===== config.mk =====
export PLATFORM = sky130hd
export DESIGN_NAME = checked_base32_state_codec_core
export DESIGN_NICKNAME = d
export VERILOG_FILES = /design/src/design/cb32_pkg.sv /design/src/design/cb32_encoder.sv /design/src/design/cb32_decoder.sv /design/src/design/checked_base32_state_codec_core.sv
export SDC_FILE = /design/constraint.sdc
export NUM_CORES = 1
export LEC_CHECK = 0
export BUFFER_PORTS_ARGS = -buffer_cell sky130_fd_sc_hd__buf_2
export CAP_MARGIN = 20
export CORE_ASPECT_RATIO = 0.8
export CORE_MARGIN = 3
export CORE_UTILIZATION = 60
export DETAILED_ROUTE_END_ITERATION = 10
export HOLD_SLACK_MARGIN = 0.15
export PLACE_DENSITY = 0.86
export SYNTH_ARGS = -nofsm -noshare
export SYNTH_HDL_FRONTEND = slang
export SYNTH_HIERARCHICAL = 1
export SYNTH_SLANG_ARGS = --single-unit

===== constraint.sdc =====
create_clock -name clk_i -period 11.7 [get_ports clk_i]
set_input_delay 0.585 -clock clk_i [delete_from_list [all_inputs] [get_ports clk_i]]
set_output_delay 0.585 -clock clk_i [all_outputs]
set_load 0.005 [all_outputs]

===== src/design/cb32_pkg.sv =====
// shared types, tables and helpers for the checked base-32 state codec
// used by the encoder, the decoder and the top level; no dependencies

package cb32_pkg;

  localparam int unsigned StateW = 16;
  localparam int unsigned HashW  = 9;
  localparam int unsigned CheckW = 5;
  localparam int unsigned DigitW = 5;
  localparam int unsigned NumChars = 6;
  localparam int unsigned WordW  = DigitW * NumChars;
  localparam int unsigned InCharW  = 8;
  localparam int unsigned OutCharW = 7;

  typedef enum logic [1:0] {
    STAT_OK       = 2'd0,
    STAT_MISMATCH = 2'd1,
    STAT_ILLEGAL  = 2'd2
  } status_e;

  typedef struct packed {
    status_e                               status;
    logic [StateW-1:0]                     state;
    logic [NumChars-1:0][OutCharW-1:0]     chars;
  } result_t;

  // bit positions in the 30-bit code word
  localparam logic [4:0] PosC [CheckW] = '{5'd20, 5'd15, 5'd10, 5'd5, 5'd0};
  localparam logic [4:0] PosH [HashW]  =
    '{5'd1, 5'd6, 5'd11, 5'd16, 5'd21, 5'd25, 5'd2, 5'd7, 5'd26};
  localparam logic [4:0] PosS [StateW] =
    '{5'd29, 5'd24, 5'd19, 5'd14, 5'd9, 5'd4, 5'd28, 5'd23,
      5'd18, 5'd13, 5'd8, 5'd3, 5'd27, 5'd22, 5'd17, 5'd12};

  // ABCDEFGHIJKLMNOPQRSTUVWXYZ134679
  localparam logic [OutCharW-1:0] Alphabet [32] =
    '{7'h41, 7'h42, 7'h43, 7'h44, 7'h45, 7'h46, 7'h47, 7'h48,
      7'h49, 7'h4a, 7'h4b, 7'h4c, 7'h4d, 7'h4e, 7'h4f, 7'h50,
      7'h51, 7'h52, 7'h53, 7'h54, 7'h55, 7'h56, 7'h57, 7'h58,
      7'h59, 7'h5a, 7'h31, 7'h33, 7'h34, 7'h36, 7'h37, 7'h39};

  function automatic logic [HashW-1:0] hash9(input logic [StateW-1:0] s);
    return ~({s[15:8], 1'b0} ^ {1'b0, s[7:0]});
  endfunction

  function automatic logic [CheckW-1:0] ones_sum(input logic [HashW-1:0] h,
                                                 input logic [StateW-1:0] s);
    return CheckW'($countones(h)) + CheckW'($countones(s));
  endfunction

endpackage


===== src/design/cb32_encoder.sv =====
// state word to six-character password, pure combinational
// depends on cb32_pkg

module cb32_encoder (
  input  logic [cb32_pkg::StateW-1:0] state_i,
  output cb32_pkg::result_t           result_o
);

  logic [cb32_pkg::HashW-1:0]  hash;
  logic [cb32_pkg::CheckW-1:0] check;
  logic [cb32_pkg::WordW-1:0]  word;

  assign hash  = cb32_pkg::hash9(state_i);
  assign check = cb32_pkg::CheckW'(0) - cb32_pkg::ones_sum(hash, state_i);

  always_comb begin
    word = '0;
    for (int i = 0; i < cb32_pkg::CheckW; i++) word[cb32_pkg::PosC[i]] = check[i];
    for (int i = 0; i < cb32_pkg::HashW; i++)  word[cb32_pkg::PosH[i]] = hash[i];
    for (int i = 0; i < cb32_pkg::StateW; i++) word[cb32_pkg::PosS[i]] = state_i[i];
  end

  always_comb begin
    result_o.status = cb32_pkg::STAT_OK;
    result_o.state  = '0;
    for (int i = 0; i < cb32_pkg::NumChars; i++) begin
      result_o.chars[i] = cb32_pkg::Alphabet[word[cb32_pkg::DigitW*i +: cb32_pkg::DigitW]];
    end
  end

endmodule


===== src/design/cb32_decoder.sv =====
// six-character password to state word with check and hash verify
// depends on cb32_pkg

module cb32_decoder (
  input  logic [cb32_pkg::NumChars-1:0][cb32_pkg::InCharW-1:0] chars_i,
  output cb32_pkg::result_t                                     result_o
);

  // returns {illegal, digit}
  function automatic logic [cb32_pkg::DigitW:0] char_digit(
    input logic [cb32_pkg::InCharW-1:0] ch_in
  );
    logic [cb32_pkg::InCharW-1:0] ch;
    logic [cb32_pkg::DigitW:0]    res;
    ch = ch_in;
    if (ch >= 8'h61 && ch <= 8'h7a) ch = ch - 8'h20;
    unique case (ch)
      8'h30:   ch = 8'h4f;
      8'h32:   ch = 8'h5a;
      8'h35:   ch = 8'h53;
      8'h38:   ch = 8'h42;
      default: ch = ch;
    endcase
    if (ch >= 8'h41 && ch <= 8'h5a) begin
      res = {1'b0, 5'(ch - 8'h41)};
    end else begin
      unique case (ch)
        8'h31:   res = {1'b0, 5'd26};
        8'h33:   res = {1'b0, 5'd27};
        8'h34:   res = {1'b0, 5'd28};
        8'h36:   res = {1'b0, 5'd29};
        8'h37:   res = {1'b0, 5'd30};
        8'h39:   res = {1'b0, 5'd31};
        default: res = {1'b1, 5'd0};
      endcase
    end
    return res;
  endfunction

  logic [cb32_pkg::NumChars-1:0] illegal;
  logic [cb32_pkg::WordW-1:0]    word;
  logic [cb32_pkg::CheckW-1:0]   check;
  logic [cb32_pkg::HashW-1:0]    hash;
  logic [cb32_pkg::StateW-1:0]   state;
  logic                          sum_ok;
  logic                          hash_ok;

  always_comb begin
    logic [cb32_pkg::DigitW:0] d;
    for (int i = 0; i < cb32_pkg::NumChars; i++) begin
      d = char_digit(chars_i[i]);
      illegal[i] = d[cb32_pkg::DigitW];
      word[cb32_pkg::DigitW*i +: cb32_pkg::DigitW] = d[cb32_pkg::DigitW-1:0];
    end
  end

  always_comb begin
    for (int i = 0; i < cb32_pkg::CheckW; i++) check[i] = word[cb32_pkg::PosC[i]];
    for (int i = 0; i < cb32_pkg::HashW; i++)  hash[i]  = word[cb32_pkg::PosH[i]];
    for (int i = 0; i < cb32_pkg::StateW; i++) state[i] = word[cb32_pkg::PosS[i]];
  end

  assign sum_ok  = (check + cb32_pkg::ones_sum(hash, state)) == '0;
  assign hash_ok = hash == cb32_pkg::hash9(state);

  always_comb begin
    result_o.chars = '0;
    result_o.state = '0;
    priority if (|illegal) begin
      result_o.status = cb32_pkg::STAT_ILLEGAL;
    end else if (!sum_ok || !hash_ok) begin
      result_o.status = cb32_pkg::STAT_MISMATCH;
    end else begin
      result_o.status = cb32_pkg::STAT_OK;
      result_o.state  = state;
    end
  end

endmodule


===== src/design/checked_base32_state_codec_core.sv =====
// Checked base-32 state codec: one request per cycle while the output is not stalled,
// one result per request. A request is registered on acceptance, encoded or decoded in
// a single pass of combinational logic and registered again as the result; an output
// stall can hold it in the input register before it reaches the result register. The
// input register takes the next request while a result waits, if it is empty. tuser
// selects the operation on the input side and carries the status on the output side.
// Depends on cb32_pkg, cb32_encoder and cb32_decoder.

module checked_base32_state_codec_core (
  input  logic        clk_i,
  input  logic        rst_ni,
  input  logic        s_axis_tvalid,
  output logic        s_axis_tready,
  // state_in[15:0], char_0..char_5 [63:16] (8 bits each)
  input  logic [63:0] s_axis_tdata,
  // req_type[0]
  input  logic [0:0]  s_axis_tuser,
  output logic        m_axis_tvalid,
  input  logic        m_axis_tready,
  // state_out[15:0], out_char_0..out_char_5 [57:16] (7 bits each), zero fill
  output logic [63:0] m_axis_tdata,
  // status[1:0]
  output logic [1:0]  m_axis_tuser
);

  logic                  in_valid_q;
  logic                  req_type_q;
  logic [63:0]           in_data_q;
  logic                  out_valid_q;
  cb32_pkg::result_t     res_q;
  cb32_pkg::result_t     res_d;
  cb32_pkg::result_t     enc_res;
  cb32_pkg::result_t     dec_res;
  logic                  out_free;
  logic                  in_adv;

  assign out_free      = !out_valid_q || m_axis_tready;
  assign in_adv        = in_valid_q && out_free;
  assign s_axis_tready = !in_valid_q || out_free;

  always_ff @(posedge clk_i or negedge rst_ni) begin
    if (!rst_ni) begin
      in_valid_q <= 1'b0;
    end else if (s_axis_tready) begin
      in_valid_q <= s_axis_tvalid;
    end
  end

  always_ff @(posedge clk_i) begin
    if (s_axis_tready && s_axis_tvalid) begin
      req_type_q <= s_axis_tuser[0];
      in_data_q  <= s_axis_tdata;
    end
  end

  cb32_encoder u_encoder (
    .state_i  (in_data_q[15:0]),
    .result_o (enc_res)
  );

  cb32_decoder u_decoder (
    .chars_i  (in_data_q[63:16]),
    .result_o (dec_res)
  );

  assign res_d = req_type_q ? dec_res : enc_res;

  always_ff @(posedge clk_i or negedge rst_ni) begin
    if (!rst_ni) begin
      out_valid_q <= 1'b0;
    end else if (out_free) begin
      out_valid_q <= in_valid_q;
    end
  end

  always_ff @(posedge clk_i) begin
    if (in_adv) begin
      res_q <= res_d;
    end
  end

  assign m_axis_tvalid = out_valid_q;
  assign m_axis_tdata  = {6'b0, res_q.chars, res_q.state};
  assign m_axis_tuser  = res_q.status;

  // a held request is not dropped while the result side stalls
  a_in_hold: assert property (@(posedge clk_i) disable iff (!rst_ni)
    (in_valid_q && !out_free) |=> in_valid_q)
    else $error("request lost under stall");

  // a finished request reaches the output in the next cycle
  a_in_to_out: assert property (@(posedge clk_i) disable iff (!rst_ni)
    in_adv |=> out_valid_q)
    else $error("result not presented");

  // failed decodes carry no state and no characters
  a_fail_zero: assert property (@(posedge clk_i) disable iff (!rst_ni)
    (out_valid_q && res_q.status != cb32_pkg::STAT_OK) |->
      (res_q.state == '0 && res_q.chars == '0))
    else $error("payload on failed decode");

  // a result never holds both a state and characters
  a_one_kind: assert property (@(posedge clk_i) disable iff (!rst_ni)
    (out_valid_q && res_q.state != '0) |-> res_q.chars == '0)
    else $error("mixed encode and decode payload");

endmodule


Word-level counts from Yosys, hierarchy flattened:

Memory sizes are Yosys's and may differ from the RTL's. A register that Yosys moved wholly into a read port is not among the register bits.
Index checks and enable logic that the tools add are counted.

* flip-flop bits (word level): 85
* ROM bits: 1344
* input port bits: 69
* logic and storage cells: 222
* memories: 6

* add/sub/neg operators: 62
* order comparisons: 24
* equality and inequality tests: 61
* multiplexer cells: 26
* bitwise logic cells: 11
* reductions and logical operators: 25

Memory list
* (no name shown): words 32, bits a word 7, read ports 1, clocked after Yosys merged registers in 1, write ports 0, RTL line cb32_encoder.sv:27 `result_o.chars[i] = cb32_pkg::Alphabet[word[cb32_pkg::DigitW*i +: cb32_pkg::DigitW]];`
* (no name shown): words 32, bits a word 7, read ports 1, clocked after Yosys merged registers in 1, write ports 0, RTL line cb32_encoder.sv:27
* (no name shown): words 32, bits a word 7, read ports 1, clocked after Yosys merged registers in 1, write ports 0, RTL line cb32_encoder.sv:27
* (no name shown): words 32, bits a word 7, read ports 1, clocked after Yosys merged registers in 1, write ports 0, RTL line cb32_encoder.sv:27
* (no name shown): words 32, bits a word 7, read ports 1, clocked after Yosys merged registers in 1, write ports 0, RTL line cb32_encoder.sv:27
* (no name shown): words 32, bits a word 7, read ports 1, clocked after Yosys merged registers in 1, write ports 0, RTL line cb32_encoder.sv:27

Operator list (count)
* equality test 8 x 6 -> 1 bit, second input constant: 60
* case mux 6 bit (6 select lines): 6
* case mux 8 bit (4 select lines): 6
* adder 5 bit: 23
* greater-or-equal comparator 8 x 7 -> 1 bit, second input constant: 12
* less-or-equal comparator 8 x 7 -> 1 bit, second input constant: 12
* adder 1 x 1 -> 2 bit: 24
* 2-to-1 mux 8 bit: 6
* subtractor 8 x 6 -> 8 bit, second input constant: 6
* 2-to-1 mux 6 bit: 6
* inverter 5 -> 6 bit: 6
* subtractor 5 x 1 -> 5 bit, second input constant: 6
* inverter 9 bit: 2
* XOR 9 x 8 -> 9 bit: 2
* logical AND 1 bit: 14
* adder 5 x 1 -> 5 bit: 2
* equality test 9 bit: 1
* OR reduction 8 bit: 1
* OR reduction 7 bit: 1
* OR reduction 6 bit: 1
* logical NOT 5 bit: 1
* subtractor 1 x 5 -> 5 bit, first input constant: 1
* logical NOT 1 bit: 4
* logical OR 1 bit: 3
* other kinds (3): 3

Longest topological paths before layout:

Gate-level depths: netlist of the first run.

* word-level depth: 19
* gate-level depth with buffers: 33
* gate-level depth less buffers: 31

By module:

The synthesis of the first run kept the hierarchy.

By module, submodules not included
* checked_base32_state_codec_core: times used 1, cells each 207, area each 4923.5 um2
* cb32_decoder: times used 1, cells each 656, area each 4860.9 um2
* cb32_encoder: times used 1, cells each 248, area each 1898.1 um2

Worst setup path after synthesis of the first run:

OpenSTA, ideal clock, no wires.

* path kind: reg2reg
* start: register in_data_q[32]
* end: register res_q (netlist bit m_axis_tuser[0]), data pin
* data arrival time: 7874 ps
* data required time: 11440 ps
* path slack: 3566 ps
* cell stages (with the launch flop): 32
* period minus slack after synthesis: 8134 ps
* cell sequence: edfxtp_1 > or2_1 > clkbuf_1 > a21o_1 > a21o_1 > and2_1 > inv_1 > ha_1 > nor2b_1 > a221oi_1 > o211a_1 > a211oi_2 > inv_2 > o21ba_2 > fa_1 > fa_1 > fa_1 > fa_1 > fa_1 > fa_1 > inv_1 > ha_1 > fa_1 > a21o_1 > a21oi_1 > xnor2_1 > xnor2_1 > nand3_1 > nor4_4 > nand4_4 > nor2b_1 > mux2_4

* longest elaborated chain between the ends: 18

RTL lines
* start, declared: RTL line checked_base32_state_codec_core.sv:28 `logic [63:0] in_data_q;`
* start signal, assigned: RTL line checked_base32_state_codec_core.sv:52 `in_data_q <= s_axis_tdata;`
* greater-or-equal comparator 8 x 7 -> 1 bit or less-or-equal comparator 8 x 7 -> 1 bit (tied branches): RTL line cb32_decoder.sv:16 `if (ch >= 8'h61 && ch <= 8'h7a) ch = ch - 8'h20;`
* logical AND 1 bit: RTL line cb32_decoder.sv:16
* 2-to-1 mux 8 bit *: RTL line cb32_decoder.sv:16
* equality test 8 x 6 -> 1 bit: RTL line cb32_decoder.sv:17 `unique case (ch)`
* case mux 8 bit (4 select lines) *: RTL line cb32_decoder.sv:17
* greater-or-equal comparator 8 x 7 -> 1 bit, or another cell as far along: RTL line cb32_decoder.sv:24 `if (ch >= 8'h41 && ch <= 8'h5a) begin`
* logical AND 1 bit or case mux 6 bit (6 select lines) (tied branches): RTL line cb32_decoder.sv:24, cb32_decoder.sv:27
* 2-to-1 mux 6 bit *: RTL line cb32_decoder.sv:24
* adder 1 x 1 -> 2 bit (implied by the code): RTL line cb32_pkg.sv:48 `return CheckW'($countones(h)) + CheckW'($countones(s));`
* adder 5 bit (implied by the code) (2 in series): RTL line cb32_pkg.sv:48
* adder 5 x 1 -> 5 bit (implied by the code) or adder 5 bit (tied branches): RTL line cb32_pkg.sv:48
* adder 5 bit: RTL line cb32_pkg.sv:48
* adder 5 bit: RTL line cb32_decoder.sv:63 `assign sum_ok = (check + cb32_pkg::ones_sum(hash, state)) == '0;`
* logical NOT 5 bit: RTL line cb32_decoder.sv:63
* logical NOT 1 bit: RTL line cb32_decoder.sv:71 `end else if (!sum_ok || !hash_ok) begin`
* logical OR 1 bit: RTL line cb32_decoder.sv:71
* 2-to-1 mux 1 bit: RTL line cb32_decoder.sv:71
* end signal, assigned: RTL line checked_base32_state_codec_core.sv:78 `res_q <= res_d;`
* end, declared: RTL line checked_base32_state_codec_core.sv:30 `cb32_pkg::result_t res_q;`

Every way passes the cells marked *; elsewhere a longest branch is shown, timed or not.
A chain may end at the register's enable or synchronous reset.

Worst setup path after layout of the first run:

* start: register in_data_q[32]
* end: register res_q (netlist bit m_axis_tdata[5]), data pin

* longest elaborated chain between the ends: 18

RTL lines (RTL line)
* greater-or-equal comparator 8 x 7 -> 1 bit or less-or-equal comparator 8 x 7 -> 1 bit (tied branches): cb32_decoder.sv:16
* logical AND 1 bit: cb32_decoder.sv:16
* 2-to-1 mux 8 bit *: cb32_decoder.sv:16
* equality test 8 x 6 -> 1 bit: cb32_decoder.sv:17
* case mux 8 bit (4 select lines) *: cb32_decoder.sv:17
* greater-or-equal comparator 8 x 7 -> 1 bit, or another cell as far along: cb32_decoder.sv:24
* logical AND 1 bit or case mux 6 bit (6 select lines) (tied branches): cb32_decoder.sv:24, cb32_decoder.sv:27
* 2-to-1 mux 6 bit *: cb32_decoder.sv:24
* adder 1 x 1 -> 2 bit (implied by the code): cb32_pkg.sv:48
* adder 5 bit (implied by the code) (2 in series): cb32_pkg.sv:48
* adder 5 x 1 -> 5 bit (implied by the code) or adder 5 bit (tied branches): cb32_pkg.sv:48
* adder 5 bit: cb32_pkg.sv:48
* adder 5 bit: cb32_decoder.sv:63
* logical NOT 5 bit: cb32_decoder.sv:63
* logical NOT 1 bit: cb32_decoder.sv:71
* logical OR 1 bit: cb32_decoder.sv:71
* OR reduction 8 bit (no line) *

Marks and branches as above.

==> impl_results.md, run 1 <==
- DRT iter0 DRCs: 1002
- Register share of total power: about a quarter
- GR Layer Usage met3: under 10%
- Std cell rows: 44
- Largest net degree at the start of global routing: 66
- Vias/cell: a little under 6
- CP max stage delay: approximately 0.57 ns
- Async SR Flop Fraction: approximately 1.6%
- Slew HR: ~29%
- Worst Path Required: between 10 and 15 ns
- Int Power: approximately 0.0016 W
- Most frequent cells in the layout: buf_2 (130), edfxtp_1 (125), inv_1 (110)
- Most frequent CP cell: fa_1
- CTS tree: built
- RePlAce Congestion: between 0.9 and 1
- Mean Syn Cell Area: 10.5 um^2
- Initial antenna violation count: 0
- CTS Sinks: 127
- Initial Utilization: 62.8%
- Worst Hold Class: in2reg
- IO Count: ~140
- Post-synth EDFFs: around 130
- Post-CTS Hold Buffers: 1
- Post-DP HPWL: between 15000 and 20000 um
- First drt pass iteration count: 6
- Setup Skew: just over 0.009 ns
- Max-Cap Viols: 0
- Resize count post-CTS: 0
- Drt wl/cell: approximately 17 um
- Worst ir drop on vdd: approximately 0.00014 V
- CTS Buffer Depth: 2
- DR DRC count: 0
- Most common cell after layout, fill and taps aside: buf_2
- Critical path fanouts, max: 17
- Clk root buf: clkbuf_16
- Fin crit period: 9.21 ns
- Max-slew violations: 0
- Switch Pwr: around 0.00094 W
- Non-Filler Instances: 1474
- Total placed cells including tap cells: approximately 1400
- Maximum clock frequency: roughly 110 MHz
- Number of global-route vias before repair: about 8000
- Synth Register Bits: roughly 130
- Switching Fraction: between 30% and 40%
- Least-Margin Pin Slew: between 1 and 1.5 ns
- Period Utilization, post-route: 78.7%
- Combinational share of power: about 54%
- Post-Route WL: around 25000 um
- Nature of the critical path startpoint: flop
- Area of the die: roughly 21000 um^2
- Most used routing layer: met2
- Port-buffer cells: 130
- Yosys cell types: 97
- CTS H-tree lvls: 4
- RSZ-0062 raised after global routing: no
- Crit path DAT: 9.49 ns
- Post-Syn Area: 11700 um^2
- Die X: ~160 um
- Setup bufs post-CTS: 0
- Fin nets: roughly 1400
- Register area share after synthesis: 32.6%
- Met2 Use GR: between 30% and 40%
- Core Region: 18600 um^2
- Vias: approximately 8500
- Pre-CTS setup slack: between 2 and 3 ns
- Status: completed
- Clock-pin transition on the worst setup and hold timing paths: around 0.060 ns
- Setup violations, final: 0
- Routed Antenna Nets: 0
- Grt ovf: 0
- Crit path kind: reg2reg
- Setup ws final: between 2 and 2.5 ns
- First-pass GRT wire length: roughly 40000 um
- CP max stage cell: edfxtp_1
- Total Neg Setup Slack: 0 ns
- CP Capture Type: flop
- Antenna Diode Count: 0
- Layout area overhead: 8.50%
- Final Hold Vio Count: 0
- Met1 usage: between 30% and 40%
- Ys flop type: edfxtp_1
- Clock share of power: roughly a fifth
- Share of cells above drive strength 1: between 20% and 30%
- Pwr per Cell Area: between 150 and 200 nW/um^2
- Total number of yosys warnings: 6
- Global router's overall resource usage: 24.0%
- Pleak: between 5 and 6 nW
- Die Y-Extent: roughly 130 um
- Cells after Synth: 1111
- CTS buffer count: 17
- Worst skew pair latency: around 0.42 ns
-- critical path, delay by kind of cell (launching register included) --
kind | cells | cell delay, ns
xor gates and xnor gates | 2 | 0.30
buffers and inverters | 2 | 0.13
and+or+nand+nor | 8 | 2.14
DFF | 1 | 0.57
adders and majority gates | 9 | 3.96
muxes | 1 | 0.22
AOI/OAI and AO/OA | 8 | 1.76
-- flip-flops by register name, summed over array words and instances (netlist names) --
register / count
in_data_q: 64
m_axis_tvalid: 1
req_type_q: 1
in_valid_q: 1
m_axis_tuser: 2
m_axis_tdata: 58
-- power by group through the flow --
stage / Clock [W] / Combinational [W] / Sequential, W
4_1_cts: 0.000537 / 0.00135 / 0.000639
2_1_floorplan: 0 / 0.00106 / 0.000632
5_1_grt: 0.000557 / 0.00152 / 0.000646
3_3_place_gp: 0 / 0.00127 / 0.000645
6_report: 0.000528 / 0.00136 / 0.000639
3_5_place_dp: 0 / 0.00134 / 0.000647
-- cells in the mapped netlist (5+ instances only) --
cell	instances	area [um^2]
inv_1	110	413
nand4bb_1	6	67.6
a211oi_1	13	97.6
buf_12	6	120
nor3_2	12	120
a31oi_1	12	75.1
o22ai_1	7	43.8
a21oi_1	55	275
fa_1	36	721
buf_4	68	510
nand3_1	18	90.1
o211ai_1	12	90.1
or4_1	5	37.5
o21a_1	6	45.0
o31a_1	10	87.6
nand3b_1	8	60.1
o31ai_1	13	97.6
nand2_1	49	184
nand2b_1	11	68.8
nor3b_1	7	52.6
o41ai_1	5	43.8
xnor2_1	22	193
nor4_1	5	31.3
mux2_4	61	916
and2_1	7	43.8
buf_2	16	80.1
o21ai_0	48	240
nor2b_1	20	125
edfxtp_1	125	3750
a21o_1	20	150
o221ai_1	5	43.8
ha_1	80	1000
clkbuf_1	25	93.8
nor2_1	41	154
mux2i_1	11	110
xor2_1	16	140
nor3_1	24	120
-- area by class of cell --
class / count / area, um^2
multi-input cells: 815 / 6850
fillers: 1404 / 5930
flip-flops and latches: 127 / 3800
repair buffers: 136 / 706
inverters: 113 / 427
clock buffers: 17 / 425
well taps: 253 / 317
clock inverters: 13 / 149
-- cells by family after synthesis --
family / Yosys count / share of synthesized area (%)
fa+ha+maj: 116 / 14.7
compound gates: 269 / 16.4
buf+inv: 232 / 10.9
xor+xnor: 43 / 3.80
other cells: 3 / 0.0964
mux: 73 / 8.88
flops: 127 / 32.6
simple gates: 248 / 12.6
-- routing by layer --
metal / vias to the layer above / wire length [um]
met3: 24 / 1970
met1: 4071 / 11800
met2: 350 / 11300
met5: - / 0
met4: 0 / 309
li1: 4092 / -
-- stage by stage --
stage	power [W]	util [%]	instance area, um^2	hold slack (ns)
final	0.00253	68.1	12700	0.333
after global routing	0.00272	68.1	12700	0.318
after CTS	0.00253	68.0	12700	0.317
after detailed placement	0.00198	64.9	12100	0.372
after global placement	0.00191	64.9	12100	0.372
after floorplan	0.00169	-	11900	0.289
-- worst paths after layout --
check / start / to / slack [ns] / depth (start not counted)
worst max-delay path: in_data_q[32]$_DFFE_PP_ / m_axis_tdata[5]$_DFFE_PP_ / 2.49 / 30
worst max register to register: in_data_q[32]$_DFFE_PP_ / m_axis_tdata[5]$_DFFE_PP_ / 2.49 / 30
min in group asynchronous: rst_ni / m_axis_tvalid$_DFFE_PN0P_ / 0.47 / 2
worst min-delay path: s_axis_tdata[22] / in_data_q[22]$_DFFE_PP_ / 0.33 / 1
worst min register to register: in_valid_q$_DFFE_PN0P_ / m_axis_tvalid$_DFFE_PN0P_ / 0.49 / 1
max in group asynchronous: rst_ni / in_valid_q$_DFFE_PN0P_ / 11.14 / 2
No activity file was read; power rests on OpenSTA's default activity.
==> run 2: changes to the inputs <==
--- a/config.mk
+++ b/config.mk
@@ -9,10 +9,10 @@
 export CAP_MARGIN = 20
 export CORE_ASPECT_RATIO = 0.8
 export CORE_MARGIN = 3
-export CORE_UTILIZATION = 60
+export CORE_UTILIZATION = 55
 export DETAILED_ROUTE_END_ITERATION = 10
 export HOLD_SLACK_MARGIN = 0.15
-export PLACE_DENSITY = 0.86
+export PLACE_DENSITY = 0.83
 export SYNTH_ARGS = -nofsm -noshare
 export SYNTH_HDL_FRONTEND = slang
 export SYNTH_HIERARCHICAL = 1
==> constraint.sdc (replaced) <==
create_clock -name clk_i -period 7.9 [get_ports clk_i]
set_input_delay 0.395 -clock clk_i [delete_from_list [all_inputs] [get_ports clk_i]]
set_output_delay 0.395 -clock clk_i [all_outputs]
set_load 0.005 [all_outputs]
==> run 2 against run 1 <==
Effect of this change: the flow now finishes with violations (negative setup slack); routed wire length increased by 16%; global-route usage up 0.73 points; via count increased by 11%; utilization grew 0.94 points; total power grew 54%; critical path depth shrank 2; first-iteration DRC count down 8.0%; critical path type unchanged; largest power group unchanged; highest routed layer unchanged.
==> impl_results.md, run 2 (synthesis results as in run 1) <==
- Status: finished with violations
- Max-slew violations: 0 (unchanged)
- Failing checks: negative setup slack
- Routed Antenna Nets: 0 (unchanged)
- Post-Route WL: 29300 um (+16%)
- Combinational share of power: 55.5% (+1.6 points)
- Worst Hold Class: in2reg
- Worst ir drop on vdd: 0.000196 V (+40%)
- Most flops, register: in_data_q
- Fin crit period: 7.94 ns (-1.27 ns)
- Total Neg Setup Slack: -0.0366 ns (-0.0366 ns)
- GR Layer Usage met3: 5.00% (-0.67 points)
- CTS Buffer Depth: 2 (unchanged)
- Largest net degree at the start of global routing: 66 (unchanged)
- Die Y-Extent: 136 um (+4.2%)
- Worst skew pair latency: 0.43 ns (about the same)
- Drt wl/cell: 17.6 um (+2.4%)
- FF-to-FF path depth: 28 (-6.7%)
- Switching Fraction: 37.6% (+0.34 points)
- Met2 Use GR: 39.9% (+2.3 points)
- Setup violations, final: 1 (+1)
- Final Hold Vio Count: 0 (unchanged)
- Least-Margin Pin Slew: 0.928 ns (-0.132 ns)
- Vias/cell: 5.68 (-2.0%)
- Hold_sp: s_axis_tdata[0]
- Global router's overall resource usage: 24.7% (+0.73 points)
- Area occupied by multi-input gates: 7010 um^2 (+2.4%)
- Worst r2r src: in_data_q[39]$_DFFE_PP_
- Pwr per Cell Area: 272 nW/um^2 (+37%)
- FF+latch area: 3800 um^2 (unchanged)
- Initial antenna violation count: 0 (unchanged)
- Met1 usage: 33.8% (-0.11 points)
- CP max stage delay: 0.57 ns (about the same)
- Grt ovf: 0 (unchanged)
- Most frequent CP cell: fa_1
- Vias: 9434 (+11%)
- Max-Cap Viols: 0 (unchanged)
- Hold depth: 1 (unchanged)
- Fin nets: 1565 (+12%)
- Most common cell after layout, fill and taps aside: buf_2
- Reg2Reg Setup Slack: -0.04 ns (-2.53 ns)
- Period Utilization, post-route: 100% (+22 points)
- Area of the die: 23000 um^2 (+8.7%)
- Max FFs per register: 64 (unchanged)
- Reg-to-reg endpoint: m_axis_tdata[15]$_DFFE_PP_
- Port-buffer cells: 130 (unchanged)
- Antenna Diode Count: 0 (unchanged)
- CTS Sinks: 127 (unchanged)
- RePlAce Congestion: 0.947 (+3.5%)
- Maximum clock frequency: 126 MHz (+16%)
- Int Power: 0.00243 W (+54%)
- Setup Skew: 0.0173 ns (+0.00800 ns)
- Slew HR: 38.1% (+8.8 points)
- # fillers: 1491 (+6.2%)
- Most used routing layer: met2
- First-pass GRT wire length: 45800 um (+13%)
- Register share of total power: 23.8% (-1.5 points)
- Crit path kind: reg2reg
- Core Region: 20800 um^2 (+12%)
- Sink of the worst hold path: in_data_q[0]$_DFFE_PP_
- Layout area overhead: 22.7%
- RSZ-0062 raised after global routing: yes
- Post-DP HPWL: 19900 um (+6.7%)
- Switch Pwr: 0.00147 W (+56%)
- CTS H-tree lvls: 4 (unchanged)
- IO Count: 137 (unchanged)
- Initial Utilization: 56.3% (-6.5 points)
- Crit path DAT: 8.23 ns (-1.26 ns)
- CP Capture Type: flop
- Critical path fanouts, max: 5 (-12)
- Clock-pin transition on the worst setup and hold timing paths: 0.06 ns (about the same)
- Final core utilization: 69.1% (+0.94 points)
- Pleak: 6.38 nW (+15%)
- Share of cells above drive strength 1: 29.9% (+7.4 points)
- Worst Path Required: 8.19 ns (-3.80 ns)
- Die X: 169 um (+4.3%)
- CTS buffer count: 17 (unchanged)
- CP max stage cell: fa_1
- Setup ws final: -0.0366 ns (-2.53 ns)
- Number of global-route vias before repair: 9354 (+15%)
- Std cell rows: 47 (+6.8%)
- First drt pass iteration count: 5 (-1)
- DR DRC count: 0 (unchanged)
- DRT iter0 DRCs: 922 (-8.0%)
- Nature of the critical path startpoint: flop
- Clk root buf: clkbuf_16
- CTS tree: built
- Clock share of power: 20.7% (-0.2 points)
- Most frequent cells in the layout: buf_2 (130), edfxtp_1 (125), buf_4 (112)
==> run 2: cell types whose count changed in the layout (fill, tap and decap cells not counted), sizes merged <==
cell         delta
buf           +112
dlygate4sd3    +58
clkinv          +2
==> run 2: worst max-delay path by stage <==
| stage | startpoint | to | slack [ns] |
|---|---|---|---|
| 6_report | in_data_q[39]$_DFFE_PP_ | m_axis_tdata[15]$_DFFE_PP_ | -0.04 |
| 5_1_grt | in_data_q[54]$_DFFE_PP_ | m_axis_tdata[15]$_DFFE_PP_ | -0.36 |
| 4_1_cts | in_data_q[34]$_DFFE_PP_ | m_axis_tuser[0]$_DFFE_PP_ | -0.05 |
| 3_5_place_dp | in_data_q[32]$_DFFE_PP_ | m_axis_tdata[9]$_DFFE_PP_ | -0.20 |
| 2_1_floorplan | in_data_q[32]$_DFFE_PP_ | m_axis_tuser[0]$_DFFE_PP_ | 0.006 |
| 3_3_place_gp | in_data_q[32]$_DFFE_PP_ | m_axis_tuser[0]$_DFFE_PP_ | 0.12 |
==> run 2: area by class of cell <==
class / count / share of cell area (%)
multi-input cells: 815 / 48.9
flip-flops and latches: 127 / 26.5
repair buffers: 306 / 15.1
inverters: 113 / 2.99
clock buffers: 17 / 2.97
well taps: 269 / 2.35
clock inverters: 15 / 1.20
==> run 2: worst max-delay path, delay by kind of cell, from the launching register on <==
kind            cells  cell delay [ns]
compound gates      6             1.18
xor+xnor            2             0.32
flops               1             0.42
mux                 1             0.20
buf+inv             3             0.41
fa+ha+maj           9             3.73
simple gates        7             1.53
==> run 2: through the flow <==
stage	setup WS (ns)	total power (W)	hold slack, ns	instance area (um^2)	cells
after detailed placement	-0.196	0.00299	0.185	12900	1558
after CTS	-0.0538	0.00385	0.150	14200	1654
after global placement	0.124	0.00288	0.184	12900	1558
after global routing	-0.355	0.00421	0.150	14300	1662
final	-0.0366	0.00390	0.156	14300	1662
after floorplan	0.00644	0.00251	0.0994	11900	1174
==> run 2: repair_timing <==
action                                  CTS  global route
endpoints found under the hold margin    58             2
resized for setup                        18            17
pin swaps                                23            13
hold buffers                             57             2
endpoints found under the setup margin   17            19
buffers inserted                          7             4
==> run 2: layer usage <==
metal	wire [um]	vias to the layer above
met3	2270	55
met5	0	-
met4	612	0
met2	13700	473
li1	-	4442
met1	12700	4464
==> run 2: power groups by stage <==
| stage | sequential, W | combinational, W | clock (W) |
|---|---|---|---|
| 2_1_floorplan | 0.000937 | 0.00157 | 0 |
| 3_3_place_gp | 0.000939 | 0.00194 | 0 |
| 3_5_place_dp | 0.000941 | 0.00205 | 0 |
| 4_1_cts | 0.000928 | 0.00211 | 0.000814 |
| 5_1_grt | 0.000939 | 0.00242 | 0.000851 |
| 6_report | 0.000930 | 0.00217 | 0.000808 |
